`config.mk`:
```
export PLATFORM = sky130hd
export DESIGN_NAME = json_array_element_counter_core_flat
export DESIGN_NICKNAME = d
export VERILOG_FILES = /design/src/design/jaec_pkg.sv /design/src/design/jaec_if.sv /design/src/design/jaec_step.sv /design/src/design/json_array_element_counter_core.sv /design/src/flat_wrapper.sv
export SDC_FILE = /design/constraint.sdc
export NUM_CORES = 1
export LEC_CHECK = 0
export BUFFER_PORTS_ARGS = -buffer_cell sky130_fd_sc_hd__buf_4
export CORE_UTILIZATION = 39
export CTS_CLUSTER_DIAMETER = 60
export CTS_CLUSTER_SIZE = 8
export DETAILED_ROUTE_END_ITERATION = 7
export GPL_ROUTABILITY_DRIVEN = 0
export SYNTH_ARGS = -nofsm -noshare
export SYNTH_HDL_FRONTEND = slang
export SYNTH_SLANG_ARGS = --single-unit
```
`constraint.sdc`:
```
create_clock -name clk -period 3.26 [get_ports clk]
set_clock_uncertainty 0.05 [all_clocks]
set_input_delay 0.326 -clock clk [delete_from_list [all_inputs] [get_ports clk]]
set_output_delay 0.326 -clock clk [all_outputs]
set_load 0.005 [all_outputs]
```
`src/design/jaec_pkg.sv`:
```
// Shared types, constants and character codes for the JSON array element counter.
package jaec_pkg;

	localparam int MAX_DEPTH   = 255;
	localparam int COUNT_WIDTH = 16;
	localparam int DEPTH_W     = $clog2(MAX_DEPTH + 1);
	localparam int OUT_COUNT_W = 16;

	localparam logic [7:0] CH_NUL      = 8'h00;
	localparam logic [7:0] CH_SPACE    = 8'h20;
	localparam logic [7:0] CH_TAB      = 8'h09;
	localparam logic [7:0] CH_CR       = 8'h0D;
	localparam logic [7:0] CH_LBRACKET = 8'h5B;
	localparam logic [7:0] CH_RBRACKET = 8'h5D;
	localparam logic [7:0] CH_LBRACE   = 8'h7B;
	localparam logic [7:0] CH_RBRACE   = 8'h7D;
	localparam logic [7:0] CH_COMMA    = 8'h2C;
	localparam logic [7:0] CH_QUOTE    = 8'h22;
	localparam logic [7:0] CH_BSLASH   = 8'h5C;

	typedef enum logic [3:0] {
		PH_AWAIT = 4'b0001,
		PH_AFTER = 4'b0010,
		PH_SCAN  = 4'b0100,
		PH_DRAIN = 4'b1000
	} phase_t;

	typedef enum logic [1:0] {
		ST_OK           = 2'd0,
		ST_NOT_ARRAY    = 2'd1,
		ST_UNTERMINATED = 2'd2,
		ST_TOO_DEEP     = 2'd3
	} status_t;

	typedef struct packed {
		phase_t                   phase;
		logic [DEPTH_W-1:0]       depth;
		logic                     in_str;
		logic                     esc;
		logic                     seen;
		logic [COUNT_WIDTH-1:0]   count;
	} scan_state_t;

	typedef struct packed {
		logic                     valid;
		status_t                  status;
		logic [OUT_COUNT_W-1:0]   count;
	} scan_result_t;

	localparam scan_state_t SCAN_RESET = '{
		phase:  PH_AWAIT,
		depth:  '0,
		in_str: 1'b0,
		esc:    1'b0,
		seen:   1'b0,
		count:  '0
	};

	function automatic logic is_blank(input logic [7:0] c);
		is_blank = (c == CH_SPACE) || ((c >= CH_TAB) && (c <= CH_CR));
	endfunction

	// Zero-extend or truncate the running count to the result field width.
	function automatic logic [OUT_COUNT_W-1:0] fold_count(input logic [COUNT_WIDTH-1:0] cnt);
		logic [31:0] wide;
		wide = 32'(cnt);
		fold_count = wide[OUT_COUNT_W-1:0];
	endfunction

endpackage

```
`src/design/jaec_if.sv`:
```
// Valid/ready channel interfaces for text bytes in and count results out.
interface jaec_in_if;
	logic       valid;
	logic       ready;
	logic [7:0] text_byte;

	modport source(output valid, output text_byte, input ready);
	modport sink(input valid, input text_byte, output ready);
endinterface

interface jaec_out_if;
	logic        valid;
	logic        ready;
	logic [1:0]  status;
	logic [15:0] element_count;

	modport source(output valid, output status, output element_count, input ready);
	modport sink(input valid, input status, input element_count, output ready);
endinterface

```
`src/design/jaec_step.sv`:
```
// Per-byte next-state and result logic of the array scanner.
module jaec_step (
	input  logic [7:0]            text_byte,
	input  jaec_pkg::scan_state_t cur,
	output jaec_pkg::scan_state_t nxt,
	output jaec_pkg::scan_result_t res
);

	logic                            blank;
	logic [jaec_pkg::COUNT_WIDTH-1:0] bumped;

	assign blank  = jaec_pkg::is_blank(text_byte);
	// saturating increment
	assign bumped = (&cur.count) ? cur.count : cur.count + 1'b1;

	always_comb begin
		nxt        = cur;
		res.valid  = 1'b0;
		res.status = jaec_pkg::ST_OK;
		res.count  = '0;
		case (cur.phase)
			jaec_pkg::PH_DRAIN: begin
				if (text_byte == jaec_pkg::CH_NUL) begin
					nxt = jaec_pkg::SCAN_RESET;
				end
			end
			jaec_pkg::PH_AWAIT: begin
				if (text_byte == jaec_pkg::CH_NUL) begin
					res.valid  = 1'b1;
					res.status = jaec_pkg::ST_NOT_ARRAY;
					nxt        = jaec_pkg::SCAN_RESET;
				end else if (blank) begin
					nxt = cur;
				end else if (text_byte != jaec_pkg::CH_LBRACKET) begin
					res.valid  = 1'b1;
					res.status = jaec_pkg::ST_NOT_ARRAY;
					nxt        = jaec_pkg::SCAN_RESET;
					nxt.phase  = jaec_pkg::PH_DRAIN;
				end else begin
					nxt.phase = jaec_pkg::PH_AFTER;
				end
			end
			jaec_pkg::PH_AFTER, jaec_pkg::PH_SCAN: begin
				if (text_byte == jaec_pkg::CH_NUL) begin
					res.valid  = 1'b1;
					res.status = jaec_pkg::ST_UNTERMINATED;
					nxt        = jaec_pkg::SCAN_RESET;
				end else if (cur.phase == jaec_pkg::PH_AFTER && blank) begin
					nxt = cur;
				end else if (cur.phase == jaec_pkg::PH_AFTER &&
						text_byte == jaec_pkg::CH_RBRACKET) begin
					// empty array
					res.valid = 1'b1;
					nxt       = jaec_pkg::SCAN_RESET;
					nxt.phase = jaec_pkg::PH_DRAIN;
				end else begin
					nxt.phase = jaec_pkg::PH_SCAN;
					if (cur.in_str) begin
						if (cur.esc) begin
							nxt.esc = 1'b0;
						end else if (text_byte == jaec_pkg::CH_BSLASH) begin
							nxt.esc = 1'b1;
						end else if (text_byte == jaec_pkg::CH_QUOTE) begin
							nxt.in_str = 1'b0;
						end
					end else if (blank) begin
						nxt.phase = jaec_pkg::PH_SCAN;
					end else if (text_byte == jaec_pkg::CH_QUOTE) begin
						nxt.in_str = 1'b1;
						nxt.seen   = 1'b1;
					end else if (text_byte == jaec_pkg::CH_LBRACE ||
							text_byte == jaec_pkg::CH_LBRACKET) begin
						if (cur.depth == jaec_pkg::DEPTH_W'(jaec_pkg::MAX_DEPTH)) begin
							res.valid  = 1'b1;
							res.status = jaec_pkg::ST_TOO_DEEP;
							nxt        = jaec_pkg::SCAN_RESET;
							nxt.phase  = jaec_pkg::PH_DRAIN;
						end else begin
							nxt.depth = cur.depth + 1'b1;
							nxt.seen  = 1'b1;
						end
					end else if (text_byte == jaec_pkg::CH_RBRACE ||
							text_byte == jaec_pkg::CH_RBRACKET) begin
						if (cur.depth != '0) begin
							nxt.depth = cur.depth - 1'b1;
						end else if (text_byte == jaec_pkg::CH_RBRACKET) begin
							res.valid = 1'b1;
							res.count = jaec_pkg::fold_count(cur.seen ? bumped : cur.count);
							nxt       = jaec_pkg::SCAN_RESET;
							nxt.phase = jaec_pkg::PH_DRAIN;
						end
					end else if (text_byte == jaec_pkg::CH_COMMA && cur.depth == '0) begin
						if (cur.seen) begin
							nxt.count = bumped;
							nxt.seen  = 1'b0;
						end
					end else begin
						nxt.seen = 1'b1;
					end
				end
			end
			default: begin
				nxt = jaec_pkg::SCAN_RESET;
			end
		endcase
	end

endmodule

```
`src/design/json_array_element_counter_core.sv`:
```
// Top level of the JSON array element counter: input register, scanner state, result register.
// Counts the top-level elements of a JSON array fed one text byte per item; a zero byte ends
// the text. Throughput is one byte per cycle while no result waits untaken: each byte is
// captured in an input register and then, once the result register is free, the scanner state
// (phase, nesting depth, string/escape flags, element flag and saturating count) is updated by
// one short step of logic that also forms any result into the output register. A byte waits in
// the input register while a previous result is still held there. At most one result comes per
// text: status ok with the count at the closing bracket, or an error status with count zero for
// a text that does not open with a bracket, ends unterminated, or nests deeper than the depth
// limit. Bytes after a result are dropped until the zero byte. The result register frees the
// input side: a new byte is taken into an empty input register while a result still waits,
// and only the byte already in the input register is held until that result is taken.
module json_array_element_counter_core (
	input  logic            clk,
	input  logic            arst_n,
	jaec_in_if.sink         text,
	jaec_out_if.source      result
);

	// input register
	logic                    valid_s1;
	logic [7:0]              byte_s1;

	// scanner state
	jaec_pkg::scan_state_t   state_q;
	jaec_pkg::scan_state_t   state_nxt;
	jaec_pkg::scan_result_t  step_res;

	// result register
	logic                    out_valid_q;
	jaec_pkg::status_t       out_status_q;
	logic [15:0]             out_count_q;

	logic                    out_free;
	logic                    proc;

	// The byte in stage 1 is processed once the result slot is empty or being emptied.
	assign out_free   = !out_valid_q || result.ready;
	assign proc       = valid_s1 && out_free;
	assign text.ready = !valid_s1 || proc;

	always_ff @(posedge clk or negedge arst_n) begin
		if (!arst_n) begin
			valid_s1 <= 1'b0;
		end else if (text.ready) begin
			valid_s1 <= text.valid;
		end
	end

	always_ff @(posedge clk) begin
		if (text.ready && text.valid) begin
			byte_s1 <= text.text_byte;
		end
	end

	jaec_step u_step (
		.text_byte (byte_s1),
		.cur       (state_q),
		.nxt       (state_nxt),
		.res       (step_res)
	);

	always_ff @(posedge clk or negedge arst_n) begin
		if (!arst_n) begin
			state_q <= jaec_pkg::SCAN_RESET;
		end else if (proc) begin
			state_q <= state_nxt;
		end
	end

	// Result slot: loaded by a byte that ends the scan, cleared when taken.
	always_ff @(posedge clk or negedge arst_n) begin
		if (!arst_n) begin
			out_valid_q <= 1'b0;
		end else if (proc && step_res.valid) begin
			out_valid_q <= 1'b1;
		end else if (result.ready) begin
			out_valid_q <= 1'b0;
		end
	end

	always_ff @(posedge clk) begin
		if (proc && step_res.valid) begin
			out_status_q <= step_res.status;
			out_count_q  <= step_res.count;
		end
	end

	assign result.valid         = out_valid_q;
	assign result.status        = out_status_q;
	assign result.element_count = out_count_q;

	// Error results never carry a count.
	a_err_count_zero: assert property (@(posedge clk) disable iff (!arst_n)
		out_valid_q && out_status_q != jaec_pkg::ST_OK |-> out_count_q == '0)
		else $error("error result with nonzero count");

	// Depth stays within the configured limit.
	a_depth_bound: assert property (@(posedge clk) disable iff (!arst_n)
		state_q.depth <= jaec_pkg::DEPTH_W'(jaec_pkg::MAX_DEPTH))
		else $error("nesting depth beyond limit");

	// While draining, no byte produces a result.
	a_drain_silent: assert property (@(posedge clk) disable iff (!arst_n)
		valid_s1 && state_q.phase == jaec_pkg::PH_DRAIN |-> !step_res.valid)
		else $error("result produced while draining");

	// A byte held back by a full result slot leaves the scanner state untouched.
	a_stall_holds: assert property (@(posedge clk) disable iff (!arst_n)
		valid_s1 && !out_free |=> $stable(state_q))
		else $error("scanner state changed during stall");

endmodule
```
`src/flat_wrapper.sv`:
```
// flat-port wrapper written by rule: the top's interface ports become plain ports
module json_array_element_counter_core_flat 
  (clk, arst_n, text_valid, text_text_byte, text_ready, result_valid, result_status, result_element_count, result_ready);
  jaec_in_if text_i ();
  jaec_out_if result_i ();
  input  logic clk;
  input  logic arst_n;
  input wire logic [$bits(text_i.valid)-1:0] text_valid;
  input wire logic [$bits(text_i.text_byte)-1:0] text_text_byte;
  output wire logic [$bits(text_i.ready)-1:0] text_ready;
  output wire logic [$bits(result_i.valid)-1:0] result_valid;
  output wire logic [$bits(result_i.status)-1:0] result_status;
  output wire logic [$bits(result_i.element_count)-1:0] result_element_count;
  input wire logic [$bits(result_i.ready)-1:0] result_ready;
  assign text_i.valid = text_valid;
  assign text_i.text_byte = text_text_byte;
  assign text_ready = text_i.ready;
  assign result_valid = result_i.valid;
  assign result_status = result_i.status;
  assign result_element_count = result_i.element_count;
  assign result_i.ready = result_ready;
  json_array_element_counter_core u_core (.clk(clk), .arst_n(arst_n), .text(text_i), .result(result_i));
endmodule
```
==> flow_metrics.env <==
export IMPL_status="finished with violations"
export IMPL_violations="design-rule violations"
export IMPL_numPortBuffers=31
export IMPL_synth_top_area_share=0.223
export IMPL_reg2reg_from="u_core.byte_s1[6]"
export IMPL_holdWs_ns=0.117
export IMPL_cp_required_ns=3.46
export IMPL_max_freq_mhz=342
export IMPL_die_w_um=98.0
export IMPL_syn_num_nets=406
export IMPL_htree_num_levels=3
export IMPL_grt_pass1_vias=2917
export IMPL_fin_crit_ns=2.93
export IMPL_reg2reg_depth=7
export IMPL_netlist_area_mm2=0.00360
export IMPL_wirelength_mm=8.30
export IMPL_drt_initial_drc_count=214
export IMPL_crit_path_start="u_core.byte_s1[6]"
export IMPL_cpPeakStageDelay_ns=0.47
export IMPL_grt_overflow=0
export IMPL_core_area_mm2=0.00881
export IMPL_yosysMostFrequentCell="nor2_1"
export IMPL_routed_via_density=5.88
export IMPL_synth_distinct_cells=69
export IMPL_relSlewSlack=0.572
export IMPL_synth_area_per_cell_um2=9.20
export IMPL_slew_viol_final=0
export IMPL_p_leak_nw=1.64
export IMPL_drc=5
export IMPL_path_clk_slew_ns=0.07
export IMPL_grt_max_degree=34
export IMPL_wire_per_inst_um=15.7
export IMPL_syn_to_final_growth_pct=14.7
export IMPL_vias=3116
export IMPL_powerDensity_mw_per_mm2=571
export IMPL_holdCritStartpoint="text_text_byte[7]"
export IMPL_antenna_found_initial=0
export IMPL_cts_tree="yes"
export IMPL_power_w=0.00236
export IMPL_cp_end_kind="register"
export IMPL_layout_nets=432
export IMPL_initial_core_util=0.408
export IMPL_tightest_slew_ns=0.640
export IMPL_clock_latency_ns=0.33
export IMPL_synth_commonest_cells="nor2_1, dfrtp_1, a21oi_1, edfxtp_1, o21ai_0"
export IMPL_crit_type="register to register"
export IMPL_finalSetupViolCount=0
export IMPL_async_flop_share=0.559
export IMPL_drtAntennaViolNets=0
export IMPL_layout_cells_non_filler=530
export IMPL_syn_inst=391
export IMPL_min_path_type="primary input to register"
export IMPL_firstDrtPassIters=7
export IMPL_crit_chain="nor3_1 > nand3_1 > a21o_1 > a31oi_1 > nand4_1 > or2_4 > o31ai_2"
export IMPL_yosysSeqAreaShare=0.447
export IMPL_path_max_fanout=9
export IMPL_root_buffer="clkbuf_8"
export IMPL_drive_gt1_frac=0.168
export IMPL_cts_sinks=59
export IMPL_fin_tns_setup_ns=0
export IMPL_arrival_ns=3.12
export IMPL_fin_crit_sh=0.898
export IMPL_start_kind="register"
export IMPL_numCtsBuffers=9
export IMPL_synth_edf_count=26
export IMPL_yosysWarnings=0
export IMPL_grt_pass1_wl_mm=14.1
export IMPL_synth_seq_cells=59
export IMPL_synth_top_cell_by_area="dfrtp_1"
export IMPL_rsz0062_at_grt="no"
export IMPL_rows=34
export IMPL_min_path_cells=1
export IMPL_cp_slowest_cell="nor3_1"
export IMPL_ir_drop_uv=199
export IMPL_antenna_cells=0
export IMPL_placed_cells=513
export IMPL_pin_count=32
export IMPL_ys_flop_type="dfrtp_1"
export IMPL_die_area_mm2=0.00961
export IMPL_cts_max_path_buffers=2
export IMPL_dieHeight_um=98.0
export IMPL_ys_top_cells_by_area="dfrtp_1, edfxtp_1, a21oi_1"
export IMPL_dp_hpwl_mm=5.79
export IMPL_max_cap_viol_count=0
export IMPL_hold_viol=0
export IMPL_grt_usage=0.182
-- per-layer routing --
metal | GRT usage | routed length, µm
met4 | 0.0583 | 156
met1 | 0.244 | 3970
met3 | 0.0394 | 391
met2 | 0.293 | 3790
met5 | 0 | 0
-- final timing paths --
check	to	slack, ns
worst min register to register	u_core.state_q[17]	0.44
worst min-delay path	u_core.byte_s1[7]	0.12
worst max register to register	u_core.state_q[7]	0.33
max in group asynchronous	u_core.state_q[27]	2.39
min in group asynchronous	u_core.state_q[21]	0.42
worst max-delay path	u_core.state_q[7]	0.33
-- power by group --
part | total [W] | switching (W) | leakage (nW) | internal (W)
logic | 0.000727 | 0.000441 | 0.842 | 0.000286
registers | 0.000977 | 0.0000928 | 0.698 | 0.000884
clock network | 0.000651 | 0.000312 | 0.0973 | 0.000340
total | 0.00236 | 0.000846 | 1.64 | 0.00151
-- registers in the layout (all words and copies together), names as in the netlist --
signal and count:
u_core.result.valid 1, u_core.result.status 2, u_core.state_q 31, u_core.valid_s1 1, u_core.result.element_count 16, u_core.byte_s1 8
-- layout make-up --
cell class | count | area [µm²]
fill | 791 | 4680
multi-input combinational | 296 | 1840
sequential | 59 | 1610
timing repair buffer | 42 | 318
clock buffer | 12 | 166
tap | 108 | 135
inverter | 9 | 33.8
clock inverter | 4 | 22.5
-- critical path: cells and delay by family (launching register included) --
family	cells	cell delay, ns
and+or+nand+nor	4	1.61
DFF	1	0.42
AOI/OAI and AO/OA	3	0.75
-- through the flow --
step | worst slack (ns) | util | area, µm²
2_1_floorplan | 0.237 | - | 3600
3_3_place_gp | 0.469 | 0.446 | 3930
3_5_place_dp | 0.400 | 0.446 | 3930
4_1_cts | 0.365 | 0.469 | 4130
5_1_grt | 0.107 | 0.469 | 4130
6_report | 0.333 | 0.469 | 4130
-- cells by family (layout without fill, tap and decap cells) --
logic type,after synthesis,after routing,share of synthesized area
AND/OR/NAND/NOR,158,158,0.244
flip-flops,59,59,0.447
multiplexers,2,2,0.00626
XOR/XNOR,10,10,0.0243
buffers and inverters,36,67,0.0407
adder cells (fa/ha/maj),3,3,0.0104
AO/OA/AOI/OAI,123,123,0.227
-- timing repair --
action                    4_1_cts  5_1_grt
buffers inserted                0        0
resized for setup               0        0
hold endpoints to repair       32        0
hold buffers                    1        0
-- layout by cell type, fill, tap and decap left out, types with 4 or more instances in the layout --
cell type,Yosys,final
o31ai_1,7,7
nor3_1,11,11
nand2b_1,7,7
and2_1,7,7
a31oi_1,10,10
o21ai_1,12,12
o21ai_0,26,26
xor2_1,9,9
nand2_1,25,25
nor4b_1,4,4
edfxtp_1,26,26
or3_1,8,8
buf_4,1,41
and4_1,6,6
nand4_1,5,5
clkbuf_8,0,10
inv_1,9,9
and3_1,15,15
nor2_1,34,34
nand3_1,17,17
a21oi_1,26,26
dfrtp_1,32,32
Power figures use the tool's default switching activity.
